## config.mk

```make
export PLATFORM = sky130hd
export DESIGN_NAME = touch_gesture_classifier
export DESIGN_NICKNAME = d
export VERILOG_FILES = /design/src/sv/tgc_pkg.sv /design/src/sv/tgc_divider.sv /design/src/sv/tgc_datapath.sv /design/src/sv/tgc_controller.sv /design/src/sv/touch_gesture_classifier.sv
export SDC_FILE = /design/constraint.sdc
export NUM_CORES = 2
export LEC_CHECK = 0
export ABC_AREA = 1
export BUFFER_PORTS_ARGS = -buffer_cell sky130_fd_sc_hd__buf_4
export CELL_PAD_IN_SITES_DETAIL_PLACEMENT = 1
export CELL_PAD_IN_SITES_GLOBAL_PLACEMENT = 1
export CORE_MARGIN = 3
export CORE_UTILIZATION = 49
export DETAILED_ROUTE_END_ITERATION = 12
export MAX_ROUTING_LAYER = met4
export PLACE_DENSITY_LB_ADDON = 0.1
export RECOVER_POWER = 100
export SETUP_SLACK_MARGIN = 0.5
export SLEW_MARGIN = 5
export SYNTH_ARGS = -nofsm -noshare
export SYNTH_HDL_FRONTEND = slang
export SYNTH_SLANG_ARGS = --single-unit
```

## constraint.sdc

```tcl
create_clock -name clock -period 7.8 [get_ports clock]
set_input_delay 1.17 -clock clock [delete_from_list [all_inputs] [get_ports clock]]
set_output_delay 1.17 -clock clock [all_outputs]
set_load 0.02 [all_outputs]
```

## src/sv/tgc_pkg.sv

```systemverilog
`timescale 1ns / 1ps
// ----------------------------------------------------------------------------
// tgc_pkg
// Shared types, register indexes, gesture codes and widths of the touch
// gesture classifier.
// ----------------------------------------------------------------------------
package tgc_pkg;

   // Field widths
   localparam int COORD_W  = 12;
   localparam int RAW_W    = 16;
   localparam int STATUS_W = 8;
   localparam int GEST_W   = 3;
   localparam int CSR_IDX_W  = 3;
   localparam int CSR_DATA_W = 16;
   localparam int CNT_W    = 3;
   localparam int EMPTY_W  = 2;

   // Divider: dividend is raw * display size, divisor a sensor resolution
   localparam int DVD_W         = RAW_W + COORD_W;
   localparam int DSR_W         = RAW_W;
   localparam int DIV_RADIX_BITS = 2;
   localparam int DIV_STEPS     = DVD_W / DIV_RADIX_BITS;
   localparam int DIV_CNT_W     = $clog2(DIV_STEPS);

   // Default policy counts
   localparam int DEBOUNCE_POLLS_DEF = 4;
   localparam int RELEASE_POLLS_DEF  = 2;
   localparam int ERROR_LIMIT_DEF    = 5;

   // Register indexes
   localparam logic [CSR_IDX_W-1:0] CSR_ENABLE       = 3'd0;
   localparam logic [CSR_IDX_W-1:0] CSR_SENSOR_X_RES = 3'd1;
   localparam logic [CSR_IDX_W-1:0] CSR_SENSOR_Y_RES = 3'd2;
   localparam logic [CSR_IDX_W-1:0] CSR_DISP_WIDTH   = 3'd3;
   localparam logic [CSR_IDX_W-1:0] CSR_DISP_HEIGHT  = 3'd4;
   localparam logic [CSR_IDX_W-1:0] CSR_SWIPE_MIN_DY = 3'd5;
   localparam logic [CSR_IDX_W-1:0] CSR_SWIPE_MAX_DX = 3'd6;
   localparam logic [CSR_IDX_W-1:0] CSR_TAP_MAX_MOVE = 3'd7;

   // Gesture codes
   localparam logic [GEST_W-1:0] GEST_NONE       = 3'd0;
   localparam logic [GEST_W-1:0] GEST_SWIPE_UP   = 3'd1;
   localparam logic [GEST_W-1:0] GEST_SWIPE_DOWN = 3'd2;
   localparam logic [GEST_W-1:0] GEST_TAP_LEFT   = 3'd3;
   localparam logic [GEST_W-1:0] GEST_TAP_CENTRE = 3'd4;
   localparam logic [GEST_W-1:0] GEST_TAP_RIGHT  = 3'd5;

   // Status byte fields
   localparam int STATUS_READY_BIT = 7;
   localparam int STATUS_NPTS_W    = 4;

   // floor(n / 3) for 12-bit n as (n * THIRD_MUL) >> THIRD_SHIFT
   localparam logic [COORD_W-1:0] THIRD_MUL   = 12'd2731;
   localparam int                 THIRD_SHIFT = 13;

   typedef struct packed {
      logic                status_ok;
      logic [STATUS_W-1:0] status_byte;
      logic                point_ok;
      logic [RAW_W-1:0]    raw_x;
      logic [RAW_W-1:0]    raw_y;
   } req_type;

   typedef struct packed {
      logic [GEST_W-1:0]  gesture;
      logic               clear_status;
      logic               touching;
      logic [COORD_W-1:0] pos_x;
      logic [COORD_W-1:0] pos_y;
   } rsp_type;

   // Controller to datapath
   typedef struct packed {
      logic capture;
      logic div_start;
      logic div_sel_y;
      logic store_x;
      logic store_y;
      logic commit;
   } cmd_type;

   // Datapath to controller
   typedef struct packed {
      logic need_div;
      logic div_done;
   } status_type;

endpackage

```

## src/sv/tgc_divider.sv

```systemverilog
`timescale 1ns / 1ps
// ----------------------------------------------------------------------------
// tgc_divider
// Restoring divider, two quotient bits per cycle; quotient left in the
// dividend register when done pulses.
// ----------------------------------------------------------------------------
module tgc_divider (
   input  logic                           clock,
   input  logic                           reset,
   input  logic                           start,
   input  logic [tgc_pkg::DVD_W-1:0]      dividend,
   input  logic [tgc_pkg::DSR_W-1:0]      divisor,
   output logic                           done,
   output logic [tgc_pkg::DVD_W-1:0]      quotient
);

   logic [tgc_pkg::DVD_W-1:0]     dvd_ff, dvd_in;
   logic [tgc_pkg::DSR_W-1:0]     rem_ff, rem_in;
   logic [tgc_pkg::DSR_W-1:0]     dsr_ff, dsr_in;
   logic [tgc_pkg::DIV_CNT_W-1:0] cnt_ff, cnt_in;
   logic                          busy_ff, busy_in;
   logic                          done_ff, done_in;

   // One radix-2^k step: shift in dividend bits, subtract where it fits
   function automatic logic [tgc_pkg::DSR_W+tgc_pkg::DVD_W-1:0] div_step(
      input logic [tgc_pkg::DSR_W-1:0] rem,
      input logic [tgc_pkg::DVD_W-1:0] dvd,
      input logic [tgc_pkg::DSR_W-1:0] dsr
   );
      logic [tgc_pkg::DSR_W:0]   r;
      logic [tgc_pkg::DSR_W-1:0] rm;
      logic [tgc_pkg::DVD_W-1:0] d;
      rm = rem;
      d  = dvd;
      for (int i = 0; i < tgc_pkg::DIV_RADIX_BITS; i++) begin
         r = {rm, d[tgc_pkg::DVD_W-1]};
         d = {d[tgc_pkg::DVD_W-2:0], 1'b0};
         if (r >= {1'b0, dsr}) begin
            r    = r - {1'b0, dsr};
            d[0] = 1'b1;
         end
         rm = r[tgc_pkg::DSR_W-1:0];
      end
      return {rm, d};
   endfunction

   always_comb begin
      dvd_in  = dvd_ff;
      rem_in  = rem_ff;
      dsr_in  = dsr_ff;
      cnt_in  = cnt_ff;
      busy_in = busy_ff;
      done_in = 1'b0;
      if (start) begin
         dvd_in  = dividend;
         rem_in  = '0;
         dsr_in  = divisor;
         cnt_in  = '0;
         busy_in = 1'b1;
      end else if (busy_ff) begin
         {rem_in, dvd_in} = div_step(rem_ff, dvd_ff, dsr_ff);
         cnt_in = cnt_ff + 1'b1;
         if (cnt_ff == tgc_pkg::DIV_CNT_W'(tgc_pkg::DIV_STEPS - 1)) begin
            busy_in = 1'b0;
            done_in = 1'b1;
         end
      end
   end

   always_ff @(posedge clock) begin
      if (reset) begin
         busy_ff <= 1'b0;
         done_ff <= 1'b0;
      end else begin
         busy_ff <= busy_in;
         done_ff <= done_in;
      end
   end

   always_ff @(posedge clock) begin
      dvd_ff <= dvd_in;
      rem_ff <= rem_in;
      dsr_ff <= dsr_in;
      cnt_ff <= cnt_in;
   end

   assign done     = done_ff;
   assign quotient = dvd_ff;

endmodule

```

## src/sv/tgc_datapath.sv

```systemverilog
`timescale 1ns / 1ps
// ----------------------------------------------------------------------------
// tgc_datapath
// Configuration registers, touch tracking state, scaling and clamping,
// gesture classification and the result register.
// ----------------------------------------------------------------------------
module tgc_datapath #(
   parameter int DEBOUNCE_POLLS = tgc_pkg::DEBOUNCE_POLLS_DEF,
   parameter int RELEASE_POLLS  = tgc_pkg::RELEASE_POLLS_DEF,
   parameter int ERROR_LIMIT    = tgc_pkg::ERROR_LIMIT_DEF
) (
   input  logic                              clock,
   input  logic                              reset,
   input  tgc_pkg::req_type                  req_data,
   input  logic                              csr_we,
   input  logic [tgc_pkg::CSR_IDX_W-1:0]     csr_index,
   input  logic [tgc_pkg::CSR_DATA_W-1:0]    csr_data,
   input  tgc_pkg::cmd_type                  cmd,
   output tgc_pkg::status_type               status,
   output tgc_pkg::rsp_type                  rsp_data
);

   localparam int CW = tgc_pkg::COORD_W;

   // Configuration
   logic                      enable_ff;
   logic [tgc_pkg::RAW_W-1:0] sens_x_ff, sens_y_ff;
   logic [CW-1:0]             disp_w_ff, disp_h_ff;
   logic [CW-1:0]             swipe_min_dy_ff, swipe_max_dx_ff, tap_max_move_ff;

   // Tracking state
   logic                          was_touching_ff, was_touching_in;
   logic [CW-1:0]                 start_x_ff, start_x_in, start_y_ff, start_y_in;
   logic [CW-1:0]                 last_x_ff, last_x_in, last_y_ff, last_y_in;
   logic [tgc_pkg::EMPTY_W-1:0]   empty_ff, empty_in;
   logic [tgc_pkg::CNT_W-1:0]     debounce_ff, debounce_in;
   logic [tgc_pkg::CNT_W-1:0]     error_ff, error_in;
   logic                          touch_ff, touch_in;

   // Per-transaction registers
   tgc_pkg::req_type              cap_ff;
   logic [tgc_pkg::DVD_W-1:0]     quot_x_ff, quot_y_ff;
   tgc_pkg::rsp_type              rsp_ff;

   logic [CW-1:0]                 dw, dh;
   logic                          scale_live, scale_cap;
   logic [tgc_pkg::DVD_W-1:0]     div_dividend, div_quotient;
   logic [tgc_pkg::DSR_W-1:0]     div_divisor;
   logic                          div_done;
   logic [CW-1:0]                 pt_x, pt_y;
   logic [tgc_pkg::GEST_W-1:0]    gesture_in, class_gest;
   logic                          clear_in;
   logic [tgc_pkg::EMPTY_W-1:0]   empty_inc;
   logic [CW-1:0]                 adx, ady;
   logic [2*CW-1:0]               third_prod;
   logic [CW-1:0]                 third, two_thirds;

   // A display size of zero behaves as one
   assign dw = (disp_w_ff == '0) ? CW'(1) : disp_w_ff;
   assign dh = (disp_h_ff == '0) ? CW'(1) : disp_h_ff;

   function automatic logic scale_needed(
      input logic [tgc_pkg::RAW_W-1:0] sx,
      input logic [tgc_pkg::RAW_W-1:0] sy,
      input logic [CW-1:0]             w,
      input logic [CW-1:0]             h
   );
      return (sx != '0) && (sy != '0) &&
             ((sx != {4'b0, w}) || (sy != {4'b0, h}));
   endfunction

   // Clamp the full value to size - 1
   function automatic logic [CW-1:0] clamp_axis(
      input logic [tgc_pkg::DVD_W-1:0] v,
      input logic [CW-1:0]             size
   );
      return (v >= tgc_pkg::DVD_W'(size)) ? (size - 1'b1) : v[CW-1:0];
   endfunction

   // Configuration writes
   always_ff @(posedge clock) begin
      if (reset) begin
         enable_ff       <= 1'b0;
         sens_x_ff       <= 16'd720;
         sens_y_ff       <= 16'd720;
         disp_w_ff       <= 12'd720;
         disp_h_ff       <= 12'd720;
         swipe_min_dy_ff <= 12'd80;
         swipe_max_dx_ff <= 12'd60;
         tap_max_move_ff <= 12'd20;
      end else if (csr_we) begin
         unique case (csr_index)
            tgc_pkg::CSR_ENABLE:       enable_ff       <= csr_data[0];
            tgc_pkg::CSR_SENSOR_X_RES: sens_x_ff       <= csr_data;
            tgc_pkg::CSR_SENSOR_Y_RES: sens_y_ff       <= csr_data;
            tgc_pkg::CSR_DISP_WIDTH:   disp_w_ff       <= csr_data[CW-1:0];
            tgc_pkg::CSR_DISP_HEIGHT:  disp_h_ff       <= csr_data[CW-1:0];
            tgc_pkg::CSR_SWIPE_MIN_DY: swipe_min_dy_ff <= csr_data[CW-1:0];
            tgc_pkg::CSR_SWIPE_MAX_DX: swipe_max_dx_ff <= csr_data[CW-1:0];
            tgc_pkg::CSR_TAP_MAX_MOVE: tap_max_move_ff <= csr_data[CW-1:0];
            default: ;
         endcase
      end
   end

   // Division needed only when a good point gets scaled this poll
   assign scale_live = scale_needed(sens_x_ff, sens_y_ff, dw, dh);
   assign scale_cap  = scale_live;

   assign status.need_div = enable_ff && (debounce_ff == '0) &&
      (error_ff <= tgc_pkg::CNT_W'(ERROR_LIMIT)) && req_data.status_ok &&
      req_data.status_byte[tgc_pkg::STATUS_READY_BIT] &&
      (req_data.status_byte[tgc_pkg::STATUS_NPTS_W-1:0] != '0) &&
      req_data.point_ok && scale_live;
   assign status.div_done = div_done;

   assign div_dividend = cmd.div_sel_y ? (cap_ff.raw_y * dh) : (cap_ff.raw_x * dw);
   assign div_divisor  = cmd.div_sel_y ? sens_y_ff : sens_x_ff;

   tgc_divider u_div (
      .clock    (clock),
      .reset    (reset),
      .start    (cmd.div_start),
      .dividend (div_dividend),
      .divisor  (div_divisor),
      .done     (div_done),
      .quotient (div_quotient)
   );

   always_ff @(posedge clock) begin
      if (cmd.capture) cap_ff    <= req_data;
      if (cmd.store_x) quot_x_ff <= div_quotient;
      if (cmd.store_y) quot_y_ff <= div_quotient;
   end

   assign pt_x = clamp_axis(scale_cap ? quot_x_ff : tgc_pkg::DVD_W'(cap_ff.raw_x), dw);
   assign pt_y = clamp_axis(scale_cap ? quot_y_ff : tgc_pkg::DVD_W'(cap_ff.raw_y), dh);

   // Classification on the tracked start and last points
   assign adx = (last_x_ff >= start_x_ff) ? (last_x_ff - start_x_ff)
                                          : (start_x_ff - last_x_ff);
   assign ady = (last_y_ff >= start_y_ff) ? (last_y_ff - start_y_ff)
                                          : (start_y_ff - last_y_ff);
   assign third_prod = dw * tgc_pkg::THIRD_MUL;
   assign third      = CW'(third_prod >> tgc_pkg::THIRD_SHIFT);
   assign two_thirds = {third[CW-2:0], 1'b0};

   always_comb begin
      if ((ady >= swipe_min_dy_ff) && (adx < swipe_max_dx_ff)) begin
         class_gest = (last_y_ff < start_y_ff) ? tgc_pkg::GEST_SWIPE_UP
                                               : tgc_pkg::GEST_SWIPE_DOWN;
      end else if ((adx < tap_max_move_ff) && (ady < tap_max_move_ff)) begin
         if (start_x_ff < third) begin
            class_gest = tgc_pkg::GEST_TAP_LEFT;
         end else if (start_x_ff > two_thirds) begin
            class_gest = tgc_pkg::GEST_TAP_RIGHT;
         end else begin
            class_gest = tgc_pkg::GEST_TAP_CENTRE;
         end
      end else begin
         class_gest = tgc_pkg::GEST_NONE;
      end
   end

   assign empty_inc = (empty_ff < 2'd3) ? (empty_ff + 1'b1) : empty_ff;

   // Poll update
   always_comb begin
      was_touching_in = was_touching_ff;
      start_x_in      = start_x_ff;
      start_y_in      = start_y_ff;
      last_x_in       = last_x_ff;
      last_y_in       = last_y_ff;
      empty_in        = empty_ff;
      debounce_in     = debounce_ff;
      error_in        = error_ff;
      touch_in        = touch_ff;
      gesture_in      = tgc_pkg::GEST_NONE;
      clear_in        = 1'b0;
      if (!enable_ff) begin
         // hold everything
      end else if (debounce_ff != '0) begin
         debounce_in = debounce_ff - 1'b1;
      end else if (error_ff > tgc_pkg::CNT_W'(ERROR_LIMIT)) begin
         error_in = error_ff - 1'b1;
      end else if (!cap_ff.status_ok) begin
         if (error_ff != 3'd7) error_in = error_ff + 1'b1;
      end else begin
         error_in = '0;
         if (cap_ff.status_byte[tgc_pkg::STATUS_READY_BIT]) begin
            clear_in = 1'b1;
            if (cap_ff.status_byte[tgc_pkg::STATUS_NPTS_W-1:0] != '0) begin
               empty_in = '0;
               if (cap_ff.point_ok) begin
                  touch_in = 1'b1;
                  if (!was_touching_ff) begin
                     start_x_in      = pt_x;
                     start_y_in      = pt_y;
                     was_touching_in = 1'b1;
                  end
                  last_x_in = pt_x;
                  last_y_in = pt_y;
               end
            end else begin
               touch_in = 1'b0;
               if (was_touching_ff) begin
                  empty_in = empty_inc;
                  if (empty_inc >= tgc_pkg::EMPTY_W'(RELEASE_POLLS)) begin
                     was_touching_in = 1'b0;
                     empty_in        = '0;
                     gesture_in      = class_gest;
                     if (class_gest != tgc_pkg::GEST_NONE) begin
                        debounce_in = tgc_pkg::CNT_W'(DEBOUNCE_POLLS);
                     end
                  end
               end
            end
         end
      end
   end

   always_ff @(posedge clock) begin
      if (reset) begin
         was_touching_ff <= 1'b0;
         start_x_ff      <= '0;
         start_y_ff      <= '0;
         last_x_ff       <= '0;
         last_y_ff       <= '0;
         empty_ff        <= '0;
         debounce_ff     <= '0;
         error_ff        <= '0;
         touch_ff        <= 1'b0;
      end else if (cmd.commit) begin
         was_touching_ff <= was_touching_in;
         start_x_ff      <= start_x_in;
         start_y_ff      <= start_y_in;
         last_x_ff       <= last_x_in;
         last_y_ff       <= last_y_in;
         empty_ff        <= empty_in;
         debounce_ff     <= debounce_in;
         error_ff        <= error_in;
         touch_ff        <= touch_in;
      end
   end

   always_ff @(posedge clock) begin
      if (cmd.commit) begin
         rsp_ff.gesture      <= gesture_in;
         rsp_ff.clear_status <= clear_in;
         rsp_ff.touching     <= touch_in;
         rsp_ff.pos_x        <= last_x_in;
         rsp_ff.pos_y        <= last_y_in;
      end
   end

   assign rsp_data = rsp_ff;

endmodule

```

## src/sv/tgc_controller.sv

```systemverilog
`timescale 1ns / 1ps
// ----------------------------------------------------------------------------
// tgc_controller
// Sequencer for one poll: capture, two divisions when scaling, commit into
// the result register.
// ----------------------------------------------------------------------------
module tgc_controller (
   input  logic                clock,
   input  logic                reset,
   input  logic                req_valid,
   output logic                req_ready,
   output logic                rsp_valid,
   input  logic                rsp_ready,
   input  tgc_pkg::status_type status,
   output tgc_pkg::cmd_type    cmd
);

   localparam logic [2:0] ST_IDLE    = 3'd0;
   localparam logic [2:0] ST_START_X = 3'd1;
   localparam logic [2:0] ST_WAIT_X  = 3'd2;
   localparam logic [2:0] ST_START_Y = 3'd3;
   localparam logic [2:0] ST_WAIT_Y  = 3'd4;
   localparam logic [2:0] ST_COMMIT  = 3'd5;

   logic [2:0] state_ff, state_in;
   logic       rsp_valid_ff, rsp_valid_in;
   logic       slot_free;

   assign slot_free = !rsp_valid_ff || rsp_ready;
   assign req_ready = (state_ff == ST_IDLE);

   always_comb begin
      state_in = state_ff;
      cmd      = '0;
      unique case (state_ff)
         ST_IDLE: begin
            if (req_valid) begin
               cmd.capture = 1'b1;
               state_in    = status.need_div ? ST_START_X : ST_COMMIT;
            end
         end
         ST_START_X: begin
            cmd.div_start = 1'b1;
            state_in      = ST_WAIT_X;
         end
         ST_WAIT_X: begin
            if (status.div_done) begin
               cmd.store_x = 1'b1;
               state_in    = ST_START_Y;
            end
         end
         ST_START_Y: begin
            cmd.div_start = 1'b1;
            cmd.div_sel_y = 1'b1;
            state_in      = ST_WAIT_Y;
         end
         ST_WAIT_Y: begin
            cmd.div_sel_y = 1'b1;
            if (status.div_done) begin
               cmd.store_y = 1'b1;
               state_in    = ST_COMMIT;
            end
         end
         ST_COMMIT: begin
            if (slot_free) begin
               cmd.commit = 1'b1;
               state_in   = ST_IDLE;
            end
         end
         default: state_in = ST_IDLE;
      endcase
   end

   always_comb begin
      if (cmd.commit) begin
         rsp_valid_in = 1'b1;
      end else if (rsp_ready) begin
         rsp_valid_in = 1'b0;
      end else begin
         rsp_valid_in = rsp_valid_ff;
      end
   end

   always_ff @(posedge clock) begin
      if (reset) begin
         state_ff     <= ST_IDLE;
         rsp_valid_ff <= 1'b0;
      end else begin
         state_ff     <= state_in;
         rsp_valid_ff <= rsp_valid_in;
      end
   end

   assign rsp_valid = rsp_valid_ff;

endmodule

```

## src/sv/touch_gesture_classifier.sv

```systemverilog
`timescale 1ns / 1ps
// ----------------------------------------------------------------------------
// touch_gesture_classifier
// Turns polls of a touch controller into one result transaction each: the
// gesture seen on release (swipe up or down, tap left, centre or right), a
// flag to write the status register back to zero, the touch indication and
// the last display position. A poll whose point needs scaling runs two
// sequential divisions (x then y) on one shared radix-4 divider. Each
// division is started, steps through the dividend two bits at a time and
// has its quotient stored; such a poll is committed after the y quotient
// is stored. Every other poll goes from acceptance straight to the commit
// state. The commit waits while an earlier result has not yet been taken.
// One poll is worked on at a time. The next request is accepted as soon
// as the previous one has been committed into the output register, even
// while that result still waits to be taken. Configuration writes are
// always accepted and must only be issued while the block is idle.
// Coordinates are scaled as raw * display / sensor and clamped to the
// display size minus one. A zero sensor resolution, or both resolutions
// equal to the display, leaves coordinates unscaled.
// ----------------------------------------------------------------------------
module touch_gesture_classifier #(
   parameter int DEBOUNCE_POLLS = tgc_pkg::DEBOUNCE_POLLS_DEF,
   parameter int RELEASE_POLLS  = tgc_pkg::RELEASE_POLLS_DEF,
   parameter int ERROR_LIMIT    = tgc_pkg::ERROR_LIMIT_DEF
) (
   input  logic                              clock,
   input  logic                              reset,
   // Poll requests
   input  logic                              req_valid,
   output logic                              req_ready,
   input  tgc_pkg::req_type                  req_data,
   // Results
   output logic                              rsp_valid,
   input  logic                              rsp_ready,
   output tgc_pkg::rsp_type                  rsp_data,
   // Register writes
   input  logic                              csr_valid,
   output logic                              csr_ready,
   input  logic [tgc_pkg::CSR_IDX_W-1:0]     csr_index,
   input  logic [tgc_pkg::CSR_DATA_W-1:0]    csr_data
);

   tgc_pkg::cmd_type    cmd;
   tgc_pkg::status_type status;

   // Register writes complete in the cycle they are offered
   assign csr_ready = 1'b1;

   // Sequencing of each poll transaction and the result handshake
   tgc_controller u_ctrl (
      .clock     (clock),
      .reset     (reset),
      .req_valid (req_valid),
      .req_ready (req_ready),
      .rsp_valid (rsp_valid),
      .rsp_ready (rsp_ready),
      .status    (status),
      .cmd       (cmd)
   );

   // Registers, tracking state, divider, classification and result register
   tgc_datapath #(
      .DEBOUNCE_POLLS (DEBOUNCE_POLLS),
      .RELEASE_POLLS  (RELEASE_POLLS),
      .ERROR_LIMIT    (ERROR_LIMIT)
   ) u_dp (
      .clock     (clock),
      .reset     (reset),
      .req_data  (req_data),
      .csr_we    (csr_valid && csr_ready),
      .csr_index (csr_index),
      .csr_data  (csr_data),
      .cmd       (cmd),
      .status    (status),
      .rsp_data  (rsp_data)
   );

endmodule

```

==> metrics.txt <==
DP HPWL 87.4 mm; core region area 71,700 um^2; number of synthesized flops with an enable pin 168; most frequent CP cell inv_1; # IOs 98; CP peak stage delay 0.57 ns; Relative slew margins -236%; Starting Density 49.7%; DIE AREA 76,000 um^2; CP max FO 14; Worst setup SP type flop; Top FF cell, synth dfxtp_1; count leader, synth nand2_1; GRT Overall Usage 30.5%; status finished, violations left; failing checks max-capacitance violations, max-slew violations; Final Hold Fails 0; largest net degree at the start of global routing 118; CTS tree done; DRT Pass-1 Iters 5; WP data arrival 7.42 ns; Slew Viols, Final 416; Worst R2R Setup Slack 0.69 ns; Remaining DRCs 0; synth top area cells fa_1 18%, edfxtp_1 14%, ha_1 14%, nand2_1 11%, dfxtp_1 9.9%; Die Y 276 um; Post-Syn Area 35,600 um^2; Cell Count, Final, Fillers Out 5,527; antenna violations before repair 2; setup TNS 0 ns; Seq/Total Area, Yosys 24.1%; Inserted Diodes 0; Async SR Flop Fraction 0%; P&R area growth vs syn 7.57%; Crit Reg-Reg Endpoint u_dp.u_div.quotient[22]; clk sinks 345; Highest Clock Rate 141 MHz; power per cell area 436 nW/um^2; Reg2Reg Depth 32; Cells after Synth 4,510; Peak supply drop 453 uV; DRT iter0 DRCs 1,602; Synth Warn # 0; syn_nets 5,300; Placed Cells 5,438; crit share post-route 91.1%; Worst Min Path Start u_dp.empty_ff[1]; max_cap viols 8; clk_skew 0.0307 ns; Min Hold Slack 0.454 ns; port bufs 93; worst hold path endpoint u_dp.empty_ff[1]; number of library cell types mapped by synthesis 59; # setup viols final 0; # nets final 5,332; Worst EP required 8.11 ns; synthesis-stage register bit count 345; DR vias/cell 5.44; synth cell count leaders 1,071 x nand2_1, 841 x inv_1, 398 x ha_1, 326 x fa_1, 302 x a21oi_1; Die Width 276 um; FP Rows 98; hold depth 2; syn_area_per_cell 7.90 um^2; Crit. End Element flop; clk_lat worst skew 0.60 ns; Final min period 7.11 ns; H-tree depth 2; Hold Path Class flop to flop; post-detailed-routing wire length 111 mm; clock buffer depth 3; area leader, netlist fa_1; DR vias 30,100; post-layout util 53.4%; Num CTS Buffers 43; Worst-path clk slew 0.06 ns; worst-margin pin slew 5.05 ns; unrepaired setup endpoints after global routing true; leakage power 19.7 nW; slowest CP cell fa_1; DRT antenna net count 0; Root Buffer clkbuf_16; WL/cell 20.1 um; share of the synthesized area in the top cell type 18.3%; critical path type flop to flop; vias in the first global route 32,400; layout cells sized above 1 5.68%; Final GP Congestion 0.911; grt ovf 0; Reg-to-Reg Start u_dp.disp_w_ff[9]; first-pass GRT wire length 176 mm
cells by family (layout without fill, tap and decap cells):
| logic type | count (synthesis) | count (layout) | share of synthesized area, % |
|---|---|---|---|
| AND/OR/NAND/NOR | 1625 | 1626 | 19.2 |
| multiplexers | 5 | 5 | 0.151 |
| AO/OA/AOI/OAI | 711 | 711 | 11.1 |
| other | 1 | 1 | 0.0105 |
| flip-flops | 345 | 345 | 24.1 |
| buffers and inverters | 1014 | 1080 | 11.1 |
| adder cells (fa/ha/maj) | 724 | 724 | 32.3 |
| XOR/XNOR | 85 | 85 | 2.09 |
how the worst max path moves through the flow:
stage	endpoint	cells past startpoint	startpoint
after detailed placement	u_dp.rsp_data[26]	34	u_dp.disp_w_ff[9]
after CTS	u_dp.rsp_data[26]	34	u_dp.disp_w_ff[9]
final	u_dp.u_div.quotient[22]	32	u_dp.disp_w_ff[9]
after floorplan	u_dp.rsp_data[26]	37	u_dp.disp_w_ff[8]
after global placement	u_dp.rsp_data[26]	34	u_dp.disp_w_ff[11]
after global routing	u_dp.u_div.quotient[0]	25	u_dp.u_div.dsr_ff[2]
final cells by class:
class                   instances  area [um^2]
clock inverters                20          259
repair buffers                141          882
well taps                     950         1190
flip-flops and latches        345         8590
inverters                     859         3240
multi-input cells            3152        22900
fillers                      8891        33400
clock buffers                  60         1210
worst max-delay path, delay by kind of cell, from the launching register on:
kind | cells | cell delay (ns)
and+or+nand+nor | 13 | 1.53
adders and majority gates | 7 | 3.20
buffers and inverters | 9 | 1.13
AOI/OAI and AO/OA | 3 | 0.54
DFF | 1 | 0.43
routing by layer:
layer | GRT usage [%] | vias to the layer above | share of wire, %
met1 | 37.8 | 15000 | 43
met2 | 53.3 | 596 | 50
li1 | - | 14300 | -
met5 | - | - | 0
met4 | 8.48 | 0 | 3.0
met3 | 2.79 | 189 | 3.8
metrics by stage:
step           total power [mW]  instance area [um^2]  setup WS, ns
6_report                   16.7                 38300         0.691
5_1_grt                    18.6                 38300         0.247
4_1_cts                    16.9                 38600         0.563
3_5_place_dp               14.7                 37100         0.624
3_3_place_gp               14.3                 37100         0.811
2_1_floorplan              11.2                 35600          1.07
timing repair:
| item | 4_1_cts | 5_1_grt |
|---|---|---|
| endpoints found under the setup margin | 0 | 7 |
| setup buffers | 0 | 8 |
| hold buffers | 0 | 0 |
| gates resized for setup | 0 | 6 |
registers in the layout, summed over array words and instances, names as in the netlist, 4 cells and up:
signal,cells
u_dp.cap_ff,39
u_dp.rsp_data,29
u_dp.quot_x_ff,28
u_dp.quot_y_ff,28
u_dp.u_div.quotient,28
u_dp.sens_x_ff,16
u_dp.sens_y_ff,16
u_dp.u_div.dsr_ff,16
u_dp.u_div.rem_ff,16
u_dp.disp_h_ff,12
u_dp.disp_w_ff,12
u_dp.last_x_ff,12
u_dp.last_y_ff,12
u_dp.start_x_ff,12
u_dp.start_y_ff,12
u_dp.swipe_max_dx_ff,12
u_dp.swipe_min_dy_ff,12
u_dp.tap_max_move_ff,12
u_dp.u_div.cnt_ff,4
report_power, final:
group | internal, mW | switching, mW
registers | 2.31 | 0.361
clock network | 1.26 | 0.849
logic | 4.36 | 7.58
total | 7.93 | 8.79
cell usage in the layout, fill, tap and decap left out, types with 7 or more instances in the layout:
cell type | synthesis | final
nand2_2 | 47 | 29
buf_4 | 11 | 55
inv_2 | 10 | 10
nand3_2 | 24 | 7
a211oi_1 | 8 | 8
fa_1 | 326 | 326
nor3_1 | 22 | 24
clkbuf_16 | 0 | 45
o21ai_1 | 25 | 8
xor2_1 | 55 | 55
edfxtp_1 | 168 | 168
o211ai_1 | 29 | 29
inv_1 | 841 | 840
ha_1 | 398 | 398
a21o_1 | 14 | 14
clkbuf_1 | 102 | 60
nor2_1 | 235 | 238
nand3_1 | 148 | 166
or2_2 | 10 | 10
nand4_1 | 27 | 27
clkbuf_4 | 0 | 37
o21bai_1 | 15 | 15
nand2_4 | 8 | 7
o21ai_0 | 233 | 250
a31oi_1 | 34 | 34
a21oi_2 | 20 | 21
a21oi_1 | 302 | 301
nor4_1 | 18 | 18
nand2_1 | 1071 | 1090
xnor2_1 | 30 | 30
dfxtp_1 | 177 | 177
No activity file was read; power rests on OpenSTA's default activity.
